**src/rtl/vnoise_pkg.sv**
```systemverilog
// ----------------------------------------------------------------------------
// vnoise_pkg
// Shared types, constants and the cosine weight table of the fractal
// value-noise core.
// ----------------------------------------------------------------------------
package vnoise_pkg;

  localparam int MaxOctaves = 16;
  localparam int CntW       = 5;
  localparam int CosDepth   = 256;
  localparam int CosIdxW    = $clog2(CosDepth);
  localparam int Lattice    = 16;

  typedef enum logic [2:0] {
    CfgBaseFreq  = 3'd0,
    CfgLacun     = 3'd1,
    CfgPersist   = 3'd2,
    CfgStartAmp  = 3'd3,
    CfgOctaves   = 3'd4,
    CfgCoverage  = 3'd5,
    CfgDensity   = 3'd6
  } cfg_idx_e;

  typedef struct packed {
    logic [9:0] pixel_x;
    logic [9:0] pixel_y;
  } req_t;

  typedef struct packed {
    logic [16:0] level;
    logic        clamped;
  } res_t;

  typedef struct packed {
    logic [23:0]        base_frequency;
    logic [17:0]        lacunarity;
    logic [16:0]        persistence;
    logic [17:0]        start_amplitude;
    logic [CntW-1:0]    octave_count;
    logic signed [20:0] coverage_offset;
    logic [19:0]        density_scale;
  } cfg_t;

  typedef struct packed {
    logic [9:0]  px;
    logic [9:0]  py;
    logic [23:0] freq;
    logic [17:0] amp;
    logic        last;
    logic        zero;
  } tok_t;

  typedef struct packed {
    logic [15:0] fx;
    logic [15:0] fy;
    logic [17:0] amp;
    logic        last;
    logic        zero;
  } side_t;

  typedef struct packed {
    logic [Lattice-1:0][17:0] vals;
    side_t                    sd;
  } lat_t;

  typedef struct packed {
    logic signed [20:0] w;
    logic               last;
    logic               zero;
  } wt_t;

  typedef logic [16:0] cos_tab_t [CosDepth];

  function automatic logic [16:0] cos_entry(input int unsigned k);
    longint unsigned u;
    longint unsigned u2;
    longint unsigned t;
    longint          a;
    longint unsigned sq;
    u  = (64'd3373259426 * 64'(k)) >> (CosIdxW + 1);
    u2 = (u * u) >> 30;
    t  = u;
    a  = longint'(u);
    t  = ((t * u2) >> 30) / 6;   a = a - longint'(t);
    t  = ((t * u2) >> 30) / 20;  a = a + longint'(t);
    t  = ((t * u2) >> 30) / 42;  a = a - longint'(t);
    t  = ((t * u2) >> 30) / 72;  a = a + longint'(t);
    t  = ((t * u2) >> 30) / 110; a = a - longint'(t);
    t  = ((t * u2) >> 30) / 156; a = a + longint'(t);
    t  = ((t * u2) >> 30) / 210; a = a - longint'(t);
    if (a < 0) a = 0;
    if (a > 64'sd1073741824) a = 64'sd1073741824;
    sq = longint'(a) * longint'(a);
    return 17'((sq + (64'd1 << 43)) >> 44);
  endfunction

  function automatic cos_tab_t build_cos_tab();
    cos_tab_t tab;
    for (int k = 0; k < CosDepth; k++) begin
      tab[k] = cos_entry(k);
    end
    return tab;
  endfunction

  localparam cos_tab_t CosTab = build_cos_tab();

endpackage

```
**src/rtl/vnoise_accum.sv**
```systemverilog
// ----------------------------------------------------------------------------
// vnoise_accum
// Octave accumulator, coverage offset, density scale and clamp.
// ----------------------------------------------------------------------------
module vnoise_accum (
  input  logic              clk_i,
  input  logic              rst_ni,
  input  logic              valid_i,
  input  vnoise_pkg::wt_t   wt_i,
  input  vnoise_pkg::cfg_t  cfg_i,
  output logic              res_valid_o,
  output vnoise_pkg::res_t  res_o
);
  import vnoise_pkg::*;

  logic signed [24:0] acc_q;
  logic signed [25:0] s1_q;
  logic signed [47:0] p2_q;
  logic [2:0]         vld_q;
  res_t               res_q;
  logic signed [24:0] wz_w;
  logic signed [31:0] scaled_w;

  assign wz_w     = wt_i.zero ? 25'sd0 : 25'(wt_i.w);
  assign scaled_w = 32'(p2_q >>> 16);

  always_ff @(posedge clk_i or negedge rst_ni) begin
    if (!rst_ni) begin
      acc_q <= '0;
      vld_q <= '0;
    end else begin
      vld_q <= {vld_q[1:0], valid_i & wt_i.last};
      if (valid_i) acc_q <= wt_i.last ? 25'sd0 : acc_q + wz_w;
    end
  end

  always_ff @(posedge clk_i) begin
    s1_q <= 26'(acc_q) + 26'(wz_w) + 26'(cfg_i.coverage_offset);
    p2_q <= 48'(s1_q) * 48'(signed'({1'b0, cfg_i.density_scale}));
    if (scaled_w < 0) begin
      res_q <= '{level: 17'd0, clamped: 1'b1};
    end else if (scaled_w > 32'sd65536) begin
      res_q <= '{level: 17'd65536, clamped: 1'b1};
    end else begin
      res_q <= '{level: scaled_w[16:0], clamped: 1'b0};
    end
  end

  assign res_valid_o = vld_q[2];
  assign res_o       = res_q;

endmodule

```
**config.mk**
```make
export PLATFORM = sky130hd
export DESIGN_NAME = vnoise_accum
export DESIGN_NICKNAME = d
export VERILOG_FILES = /design/src/rtl/vnoise_pkg.sv /design/src/rtl/vnoise_accum.sv
export SDC_FILE = /design/constraint.sdc
export NUM_CORES = 2
export LEC_CHECK = 0
export BUFFER_PORTS_ARGS = -buffer_cell sky130_fd_sc_hd__buf_4
export CORE_ASPECT_RATIO = 0.5
export CORE_UTILIZATION = 55
export CTS_CLUSTER_DIAMETER = 200
export DETAILED_ROUTE_END_ITERATION = 16
export PLACE_DENSITY = 0.79
export SLEW_MARGIN = 5
export SYNTH_ARGS = -nofsm -noshare
export SYNTH_HDL_FRONTEND = slang
export SYNTH_SLANG_ARGS = --single-unit
```
**constraint.sdc**
```tcl
create_clock -name clk_i -period 8.3 [get_ports clk_i]
set_clock_uncertainty 0.15 [all_clocks]
set_input_delay 1.66 -clock clk_i [delete_from_list [all_inputs] [get_ports clk_i]]
set_output_delay 1.66 -clock clk_i [all_outputs]
set_load 0.02 [all_outputs]
```
==> results by group <==
Detailed routing
  • Pre-antenna DRT Iters: 5
  • Routed WL: 51.7 mm
  • Via count of the routed design: around 17000
  • Routed wire per std cell: 16.5 microns
  • Starting DRT DRC Count: roughly 850
  • Drt drc: 0
  • Vias per cell: 5.34
  • Final ANT Viol Nets: 0

Clock network
  • CTS tree: built
  • CTS buffer count: 9
  • Clock Pin Slew Worst Setup and Hold Paths: ~80 ps
  • Clock buffer depth: 2
  • Clock Sinks: 103
  • Post-CTS setup buffer count: 0
  • Clk_lat worst skew: 390 ps
  • Root buf cell: clkbuf_16
  • Htree depth: 3

Logic synthesis
  • Top FF cell, synth: dfxtp_1
  • Number of synthesized flops with an enable pin: 0
  • Yosys warning total: 0
  • Cell variety after synth: 62
  • Syn_nets: between 3000 and 4000
  • Seq cells post-synth: 103
  • Mapped Cells: 2481
  • Synthesized area per cell: 9.65 sq um
  • Sequential area share after synthesis: 0.0920
  • Async SR Flop Fraction: 0.272
  • Synthesized cell area: 23900 sq um

STA
  • Hold Fails Final Rpt: 0
  • Setup TNS: 0 ps
  • Worst-margin pin slew: 1130 ps
  • F_max: 124 MHz
  • Max Slew Vio Count: 0
  • Setup Viol. Count Final: 0
  • Fin crit share: 0.974
  • Crit path time final: 8090 ps
  • Rel. slew slack: 0.246

Layout
  • Layout Nets: 3420
  • Area delta synth->final: 7.95%
  • Share of layout cells above drive strength 1: 0.0791
  • # diodes: 0
  • Fill count: 3500

Hold path
  • Hold_sp: vld_q[1]
  • Hold Crit Class: register to register

Placed design
  • Dpl hpwl: 42.9 mm
  • PortBufs: 85
  • Gpl congestion: 0.883

Run status
  • Outcome: finished clean

GRT
  • GRT overflow: 0
  • Total GRT Usage: 0.254
  • First-pass GRT wire length: just under 90 mm
  • Number of global-route vias before repair: 18500
  • Initial antenna violation count: 0
  • Largest net degree at the start of global routing: 29

Critical path
  • Crit path launch type: input pin
  • Worst setup EP type: register
  • Flop2flop setup slack: roughly 870 ps
  • CP max FO: 12
  • Crit path launch: cfg_i[4]
  • RR Endpoint: p2_q[42]
  • Crit Reg-Reg Startpoint: s1_q[16]
  • Critical Path End: p2_q[42]
  • Crit path DAT: 8210 ps
  • WS Path Type: input pin to register
  • WP data required: between 8000 and 9000 ps
  • Reg2Reg Depth: 20

Die
  • Core footprint: 42400 sq um
  • Die X: 297 microns
  • Die ar.: 44400 sq um
  • Rows: 53
  • Top Ports: 168
  • Die height: 150 microns
  • Starting Density: 0.564

Flow run
  • Max cap viols: 0
-- logic make-up after synthesis --
group / after synthesis / synth area share
AO/OA/AOI/OAI: 231 / 0.0684
flip-flops: 103 / 0.0920
XOR/XNOR: 84 / 0.0307
adder cells (fa/ha/maj): 721 / 0.550
AND/OR/NAND/NOR: 715 / 0.160
buffers and inverters: 627 / 0.0983
-- flip-flops by register name, indices dropped and copies added, names as in the netlist --
register,count
p2_q,31
s1_q,26
acc_q,25
res_o,18
vld_q,3
-- synth_stat cells, types with 2 or more instances --
cell       number  area, sq um
o21ai_0        30          150
and4_1          4         35.0
nor3_1         15         75.1
dfrtp_1        28          701
or3_1           3         18.8
a221oi_1        5         43.8
nor4_1         11         68.8
a311oi_1        3         26.3
o221ai_2        2         30.0
o2bb2ai_1      19          166
o21a_1          8         60.1
nand3b_1        5         37.5
ha_1          168         2100
nor2b_1        28          175
a211o_1         2         17.5
and3_1          5         31.3
o41ai_1         2         17.5
fa_1          553        11100
xor2_1         31          272
a21oi_1        65          325
a2111oi_0       4         35.0
nand2b_1       10         62.6
o32ai_1         2         17.5
nor2_1         38          143
a31oi_1         4         25.0
nand4_1         8         50.1
o2111ai_1       2         17.5
a31o_2          2         17.5
o211ai_1        3         22.5
a41oi_1         3         26.3
o21bai_1        8         60.1
o211a_1         2         20.0
dfxtp_1        75         1500
and2_1        347         2170
a21o_1         44          330
o31ai_1         2         15.0
xnor2_1        53          464
inv_1         521         1960
clkbuf_1      106          398
nand3_1        13         65.1
a211oi_1        4         30.0
and2_2          7         52.6
nand2_1       217          815
-- repair_timing --
item	CTS	global route
pin swaps	0	2
gates resized for setup	1	3
hold buffers	0	0
cloned	0	0
endpoints found under the setup margin	2	9
-- per-stage QoR --
step	worst slack (ps)	utilization	instances	cell area (sq um)	hold WS, ps
3_5_place_dp	-429	0.601	3116	25500	196
2_1_floorplan	68.9	-	2481	23900	181
4_1_cts	75.3	0.608	3132	25800	214
5_1_grt	-7.98	0.609	3132	25800	233
3_3_place_gp	-334	0.601	3116	25500	182
6_report	212	0.609	3132	25800	211
-- layer usage --
layer | vias up | wire length [microns] | GRT usage
li1 | 7603 | - | -
met1 | 8627 | 21500 | 0.314
met2 | 395 | 26700 | 0.463
met3 | 110 | 2000 | 0.0282
met4 | 0 | 1620 | 0.0902
met5 | - | 0 | 0
-- layout make-up --
| cell class | instances | area, sq um | share of cell area |
|---|---|---|---|
| sequential | 103 | 2200 | 0.0852 |
| tap | 577 | 722 | 0.0279 |
| clock inverter | 5 | 45.0 | 0.00174 |
| inverter | 521 | 1960 | 0.0757 |
| multi-input combinational | 1751 | 19400 | 0.751 |
| clock buffer | 11 | 264 | 0.0102 |
| timing repair buffer | 164 | 1260 | 0.0486 |
-- critical path: stages --
cell and delay, ps:
buf_4 160, buf_4 190, and2_1 160, fa_1 480, fa_1 510, inv_1 50
fa_1 470, inv_1 50, fa_1 480, fa_1 510, fa_1 550, inv_1 60
fa_1 480, inv_1 40, ha_1 300, a21oi_1 140, o21ai_0 160, a211oi_2 300
buf_4 170, o221ai_2 140, a311oi_4 460, o21a_2 240, o21bai_1 100, a21o_1 190
xor2_1 150
-- worst min-delay path by stage --
| stage | cells past startpoint | slack (ps) | endpoint |
|---|---|---|---|
| finish | 0 | 210 | vld_q[2] |
| detailed placement | 0 | 200 | vld_q[2] |
| global placement | 0 | 180 | vld_q[2] |
| CTS | 0 | 210 | vld_q[2] |
| floorplan | 0 | 180 | vld_q[1] |
| global route | 0 | 230 | vld_q[2] |
-- cells in the final DEF (no fill, tap or decap), types with 5 or more instances in the layout --
cell       instances
buf_4            162
ha_1             168
nor2_1            38
o21bai_1           8
o21ai_0           30
xnor2_1           53
nor3_1            15
and2_2             7
and3_1             5
a221oi_1           5
nor4_1            11
nor2b_1           28
and2_1           347
nand3b_1           5
o21a_1             7
a21oi_1           65
o2bb2ai_1         19
fa_1             553
clkbuf_16         10
dfrtp_1           28
xor2_1            31
inv_1            521
nand3_1           13
dfxtp_1           75
nand2b_1          10
a21o_1            44
nand2_1          217
nand4_1            8
Power is left out: the tool's default activity adds up to more than one toggle a clock period on the data nets, which glitch-free logic cannot reach.
