File: config.mk
export PLATFORM = sky130hd
export DESIGN_NAME = vnoise_seq
export DESIGN_NICKNAME = d
export VERILOG_FILES = /design/src/rtl/vnoise_pkg.sv /design/src/rtl/vnoise_seq.sv
export SDC_FILE = /design/constraint.sdc
export NUM_CORES = 2
export LEC_CHECK = 0
export BUFFER_PORTS_ARGS = -buffer_cell sky130_fd_sc_hd__buf_2
export CAP_MARGIN = 20
export CORE_ASPECT_RATIO = 0.6
export CORE_MARGIN = 5
export CORE_UTILIZATION = 50
export CTS_CLUSTER_SIZE = 40
export DETAILED_ROUTE_END_ITERATION = 8
export GPL_TIMING_DRIVEN = 1
export PLACE_DENSITY = 0.69
export SLEW_MARGIN = 20
export SYNTH_ARGS = -nofsm -noshare
export SYNTH_HDL_FRONTEND = slang
export SYNTH_SLANG_ARGS = --single-unit
File: constraint.sdc
create_clock -name clk_i -period 10.1 [get_ports clk_i]
set_clock_uncertainty 0.15 [all_clocks]
set_input_delay 1.01 -clock clk_i [delete_from_list [all_inputs] [get_ports clk_i]]
set_output_delay 1.01 -clock clk_i [all_outputs]
set_load 0.01 [all_outputs]
File: src/rtl/vnoise_pkg.sv
// ----------------------------------------------------------------------------
// vnoise_pkg
// Shared types, constants and the cosine weight table of the fractal
// value-noise core.
// ----------------------------------------------------------------------------
package vnoise_pkg;

  localparam int MaxOctaves = 16;
  localparam int CntW       = 5;
  localparam int CosDepth   = 256;
  localparam int CosIdxW    = $clog2(CosDepth);
  localparam int Lattice    = 16;

  typedef enum logic [2:0] {
    CfgBaseFreq  = 3'd0,
    CfgLacun     = 3'd1,
    CfgPersist   = 3'd2,
    CfgStartAmp  = 3'd3,
    CfgOctaves   = 3'd4,
    CfgCoverage  = 3'd5,
    CfgDensity   = 3'd6
  } cfg_idx_e;

  typedef struct packed {
    logic [9:0] pixel_x;
    logic [9:0] pixel_y;
  } req_t;

  typedef struct packed {
    logic [16:0] level;
    logic        clamped;
  } res_t;

  typedef struct packed {
    logic [23:0]        base_frequency;
    logic [17:0]        lacunarity;
    logic [16:0]        persistence;
    logic [17:0]        start_amplitude;
    logic [CntW-1:0]    octave_count;
    logic signed [20:0] coverage_offset;
    logic [19:0]        density_scale;
  } cfg_t;

  typedef struct packed {
    logic [9:0]  px;
    logic [9:0]  py;
    logic [23:0] freq;
    logic [17:0] amp;
    logic        last;
    logic        zero;
  } tok_t;

  typedef struct packed {
    logic [15:0] fx;
    logic [15:0] fy;
    logic [17:0] amp;
    logic        last;
    logic        zero;
  } side_t;

  typedef struct packed {
    logic [Lattice-1:0][17:0] vals;
    side_t                    sd;
  } lat_t;

  typedef struct packed {
    logic signed [20:0] w;
    logic               last;
    logic               zero;
  } wt_t;

  typedef logic [16:0] cos_tab_t [CosDepth];

  function automatic logic [16:0] cos_entry(input int unsigned k);
    longint unsigned u;
    longint unsigned u2;
    longint unsigned t;
    longint          a;
    longint unsigned sq;
    u  = (64'd3373259426 * 64'(k)) >> (CosIdxW + 1);
    u2 = (u * u) >> 30;
    t  = u;
    a  = longint'(u);
    t  = ((t * u2) >> 30) / 6;   a = a - longint'(t);
    t  = ((t * u2) >> 30) / 20;  a = a + longint'(t);
    t  = ((t * u2) >> 30) / 42;  a = a - longint'(t);
    t  = ((t * u2) >> 30) / 72;  a = a + longint'(t);
    t  = ((t * u2) >> 30) / 110; a = a - longint'(t);
    t  = ((t * u2) >> 30) / 156; a = a + longint'(t);
    t  = ((t * u2) >> 30) / 210; a = a - longint'(t);
    if (a < 0) a = 0;
    if (a > 64'sd1073741824) a = 64'sd1073741824;
    sq = longint'(a) * longint'(a);
    return 17'((sq + (64'd1 << 43)) >> 44);
  endfunction

  function automatic cos_tab_t build_cos_tab();
    cos_tab_t tab;
    for (int k = 0; k < CosDepth; k++) begin
      tab[k] = cos_entry(k);
    end
    return tab;
  endfunction

  localparam cos_tab_t CosTab = build_cos_tab();

endpackage

File: src/rtl/vnoise_seq.sv
// ----------------------------------------------------------------------------
// vnoise_seq
// Octave sequencer: issues one octave token per cycle for the current pixel,
// stepping frequency and amplitude.
// ----------------------------------------------------------------------------
module vnoise_seq (
  input  logic              clk_i,
  input  logic              rst_ni,
  input  logic              start,
  output logic              busy,
  input  vnoise_pkg::req_t  req_i,
  input  vnoise_pkg::cfg_t  cfg_i,
  output logic              tok_valid_o,
  output vnoise_pkg::tok_t  tok_o
);
  import vnoise_pkg::*;

  logic            active_q;
  logic [CntW-1:0] remain_q, remain_d;
  logic            zero_q;
  logic [9:0]      px_q, py_q;
  logic [23:0]     freq_q, freq_d;
  logic [17:0]     amp_q, amp_d;
  logic            last_w, accept_w;
  logic [CntW-1:0] cnt_w;
  logic [16:0]     pers_w;
  logic [41:0]     fprod_w;
  logic [34:0]     aprod_w;

  assign last_w   = (remain_q == CntW'(1));
  assign busy     = active_q & ~last_w;
  assign accept_w = start & ~busy;

  always_comb begin
    cnt_w = (cfg_i.octave_count > CntW'(MaxOctaves)) ? CntW'(MaxOctaves)
                                                     : cfg_i.octave_count;
    remain_d = (cnt_w == '0) ? CntW'(1) : cnt_w;
    pers_w = (cfg_i.persistence > 17'd65536) ? 17'd65536 : cfg_i.persistence;
    fprod_w = 42'(freq_q) * 42'(cfg_i.lacunarity);
    freq_d  = (|fprod_w[41:40]) ? 24'hffffff : fprod_w[39:16];
    aprod_w = 35'(amp_q) * 35'(pers_w);
    amp_d   = aprod_w[33:16];
  end

  always_ff @(posedge clk_i or negedge rst_ni) begin
    if (!rst_ni) begin
      active_q <= 1'b0;
      remain_q <= '0;
    end else if (accept_w) begin
      active_q <= 1'b1;
      remain_q <= remain_d;
    end else if (active_q) begin
      remain_q <= remain_q - CntW'(1);
      if (last_w) active_q <= 1'b0;
    end
  end

  always_ff @(posedge clk_i) begin
    if (accept_w) begin
      zero_q <= (cnt_w == '0);
      px_q   <= req_i.pixel_x;
      py_q   <= req_i.pixel_y;
      freq_q <= cfg_i.base_frequency;
      amp_q  <= cfg_i.start_amplitude;
    end else if (active_q) begin
      freq_q <= freq_d;
      amp_q  <= amp_d;
    end
  end

  assign tok_valid_o = active_q;
  assign tok_o = '{px: px_q, py: py_q, freq: freq_q, amp: amp_q,
                   last: last_w, zero: zero_q};

endmodule

==> impl_metrics.py <==
metrics = {
    "finish": {
        "drive_gt1_share_pct": 8.11,
        "num-fill-cells": 4672,
        "area_delta_synth_final_pct": 6.72,
        "fin_nets": 3870,
        "fin_area_um2": 27300,
    },
    "timing": {
        "period_share_pct": 89.0,
        "drv_slew": 0,
        "period_needed_ns": 8.99,
        "max_freq_ghz": 0.111,
        "setup_viol": 0,
        "setup_tns_ns": 0,
        "hold_viol": 0,
        "setup_ws_ns": 1.11,
        "tightest_slew_ns": 1.09,
        "slew_headroom_pct": 27.4,
        "rsz0062_at_grt": "false",
    },
    "setup_path": {
        "critical_path_class": "input port to flip-flop",
        "arrival_ns": 8.95,
        "crit_slowest_cell": "nor2b_2",
        "reg2regPathDepth": 23,
        "timing.rr.end": "freq_q[9]$_DFFE_PP_",
        "crit_start": "cfg_i[64]",
        "crit_required_ns": 10.06,
        "crit_family": "adder cells",
        "crit_chain": "buf_2, nor4_1, a41oi_1, nor2b_2, nand2_1, fa_1, inv_1, fa_1, fa_1, fa_1, fa_1, inv_1, fa_1, inv_1, ha_1, a22o_1, or4_1, a211oi_2, nand3_2, a32o_2, o41ai_4, o2111ai_1, xnor2_1, mux2_2",
        "ff2ff_setup_slack_ns": 2.25,
        "end_kind": "flip-flop",
        "reg2reg_from": "freq_q[11]$_DFFE_PP_",
        "crit_top_cell": "fa_1",
        "critPathLaunchType": "input port",
        "slowest_delay_ns": 0.99,
        "cp_max_fo": 18,
        "path_buf_inv": 4,
    },
    "detailed_routing": {
        "drcViolationCount": 0,
        "routed_wl_mm": 69.5,
        "wl_per_cell_um": 19.2,
        "dr.pass1.iters": 6,
        "drt_iter0_markers": 1216,
        "ant_nets": 0,
        "viasPerCell": 5.31,
        "dr_total_vias": 19200,
    },
    "synth": {
        "synth_edf_count": 63,
        "async_flop_share_pct": 8.70,
        "synth.top_cell.area_share_pct": 45.8,
        "syn_area_per_cell_um2": 9.00,
        "yosysWarnings": 0,
        "syn_inst": 2847,
        "synth.largest_area_cell": "fa_1",
        "syn_nets": 3797,
        "yosys_register_bits": 69,
        "synth_cell_types": 62,
        "yosysSeqAreaShare_pct": 7.97,
        "ys_top_cells_by_area": "fa_1 46%, ha_1 11%, inv_1 10%, nand2_1 7.5%, edfxtp_1 7.4%",
        "ys_dominant_reg_cell": "edfxtp_1",
        "syn-cell-area_um2": 25600,
    },
    "cts": {
        "cts_buffers": 9,
        "cts_tree": "done",
        "post_cts_resized": 0,
        "clock_path_buffers": 2,
        "cts_setup_buffers": 0,
        "worstSkewPairLatency_ns": 0.35,
        "cts-hold-fix-buffers": 0,
        "root_buffer": "clkbuf_16",
        "ctsHtreeMaxLevel": 3,
        "cts_sinks": 69,
        "clk_pin_slew_ns": 0.07,
    },
    "place": {
        "gp_congestion": 0.943,
        "postPlaceCellArea_um2": 27000,
        "dpl.hpwl_mm": 55.2,
        "io_buffer_count": 170,
        "pre_cts_slack_ns": 0.667,
    },
    "global_route": {
        "antenna_found_initial": 7,
        "grt_overflow": 0,
        "grt_usage_pct": 26.1,
        "grt_pass1_vias": 21300,
        "grt_pass1_wl_mm": 115,
        "grt_start_max_net_pins": 53,
    },
    "floorplanning": {
        "dieArea_um2": 56000,
        "die_h_um": 185,
        "io_pins": 212,
        "die_x_um": 302,
        "core_region_area_um2": 50800,
        "initial_core_util_pct": 50.4,
        "row_count": 64,
    },
    "status": {
        "status": "completed",
    },
    "flow_run": {
        "maxCapViolCount": 0,
    },
    "hold_path": {
        "min_path_type": "input port to asynchronous set/reset pin",
    },
}
registers in the layout (all words and copies together), names as in the netlist:
| register | cells |
|---|---|
| remain_q | 5 |
| tok_valid_o | 1 |
| py_q | 10 |
| freq_q | 24 |
| zero_q | 1 |
| amp_q | 18 |
| px_q | 10 |
metrics by stage:
| step | utilization [%] | instances | hold WS (ns) |
|---|---|---|---|
| after floorplan | - | 2847 | 0.367 |
| after global placement | 53.1 | 3601 | 0.388 |
| after detailed placement | 53.1 | 3601 | 0.414 |
| after CTS | 53.7 | 3616 | 0.336 |
| after global routing | 53.8 | 3619 | 0.344 |
| final | 53.8 | 3621 | 0.343 |
how the worst max path moves through the flow:
| stage | endpoint | slack, ns | cells after the start |
|---|---|---|---|
| after global placement | amp_q[17]$_DFFE_PP_ | 0.90 | 24 |
| after detailed placement | amp_q[17]$_DFFE_PP_ | 0.67 | 24 |
| after CTS | amp_q[17]$_DFFE_PP_ | 1.04 | 24 |
| after floorplan | amp_q[17]$_DFFE_PP_ | 1.97 | 25 |
| after global routing | amp_q[17]$_DFFE_PP_ | 0.74 | 24 |
| final | amp_q[17]$_DFFE_PP_ | 1.11 | 24 |
layout make-up:
cell class                      instances  area (um^2)  share of cell area [%]
Multi-Input combinational cell       1924        20400                    74.5
Sequential cell                        69         2040                    7.47
Tap cell                              693          867                    3.17
Timing Repair Buffer                  199         1080                    3.94
Antenna cell                            4         10.0                  0.0366
Clock buffer                            9          225                   0.824
Inverter                              717         2690                    9.84
Clock inverter                          6         62.6                   0.229
placed cells by master (no fill, tap or decap), drive strengths merged, types with 3 or more instances in the layout:
master  count
a211oi      6
a21o       21
a21oi      57
a22oi       3
a31oi       7
and2      257
and3        9
and4        3
buf       199
clkbuf      9
dfrtp       6
diode       4
edfxtp     63
fa        586
ha        218
inv       719
nand2     513
nand2b     10
nand3      15
nand4       3
nor2       28
nor2b      19
nor3        7
nor4        6
o211ai      3
o21a        6
o21ai      37
o21bai      7
o22a       24
or2         4
xnor2      31
xor2       17
cells in the mapped netlist, drive strengths merged (2+ instances only):
library cell and instances:
o21bai 7, a31oi 7, and4 3, ha 218, nand3 15, nand2 513, a41oi 2, nor2 28
o31ai 2, dfrtp 6, and3 9, edfxtp 63, nand2b 10, inv 717, mux2 2, nor3 7
or2 4, a211oi 6, a21o 21, nor2b 19, o22a 24, and2 257, o211ai 3, o21ai 37
clkbuf 126, xor2 17, or4 2, a21oi 57, buf 11, nand4 3, xnor2 31, o21a 6
fa 586, nor4b 2, nor4 6, nor3b 2, a22oi 3, o31a 2, or3 2
layer usage:
metal	GRT usage (%)	part of all wire (%)	vias up
met4	5.30	2.0	4
li1	-	-	8478
met5	0	0.027	-
met3	6.90	11	114
met2	40.1	43	906
met1	37.7	44	9712
cells by family after synthesis:
family | synth area share, %
multiplexers | 0.127
flip-flops | 7.97
buffers and inverters | 12.6
AO/OA/AOI/OAI | 4.89
XOR/XNOR | 1.64
AND/OR/NAND/NOR | 16.3
adder cells (fa/ha/maj) | 56.4
Power is left out: the tool's default activity adds up to more than one toggle a clock period on the data nets, which glitch-free logic cannot reach.
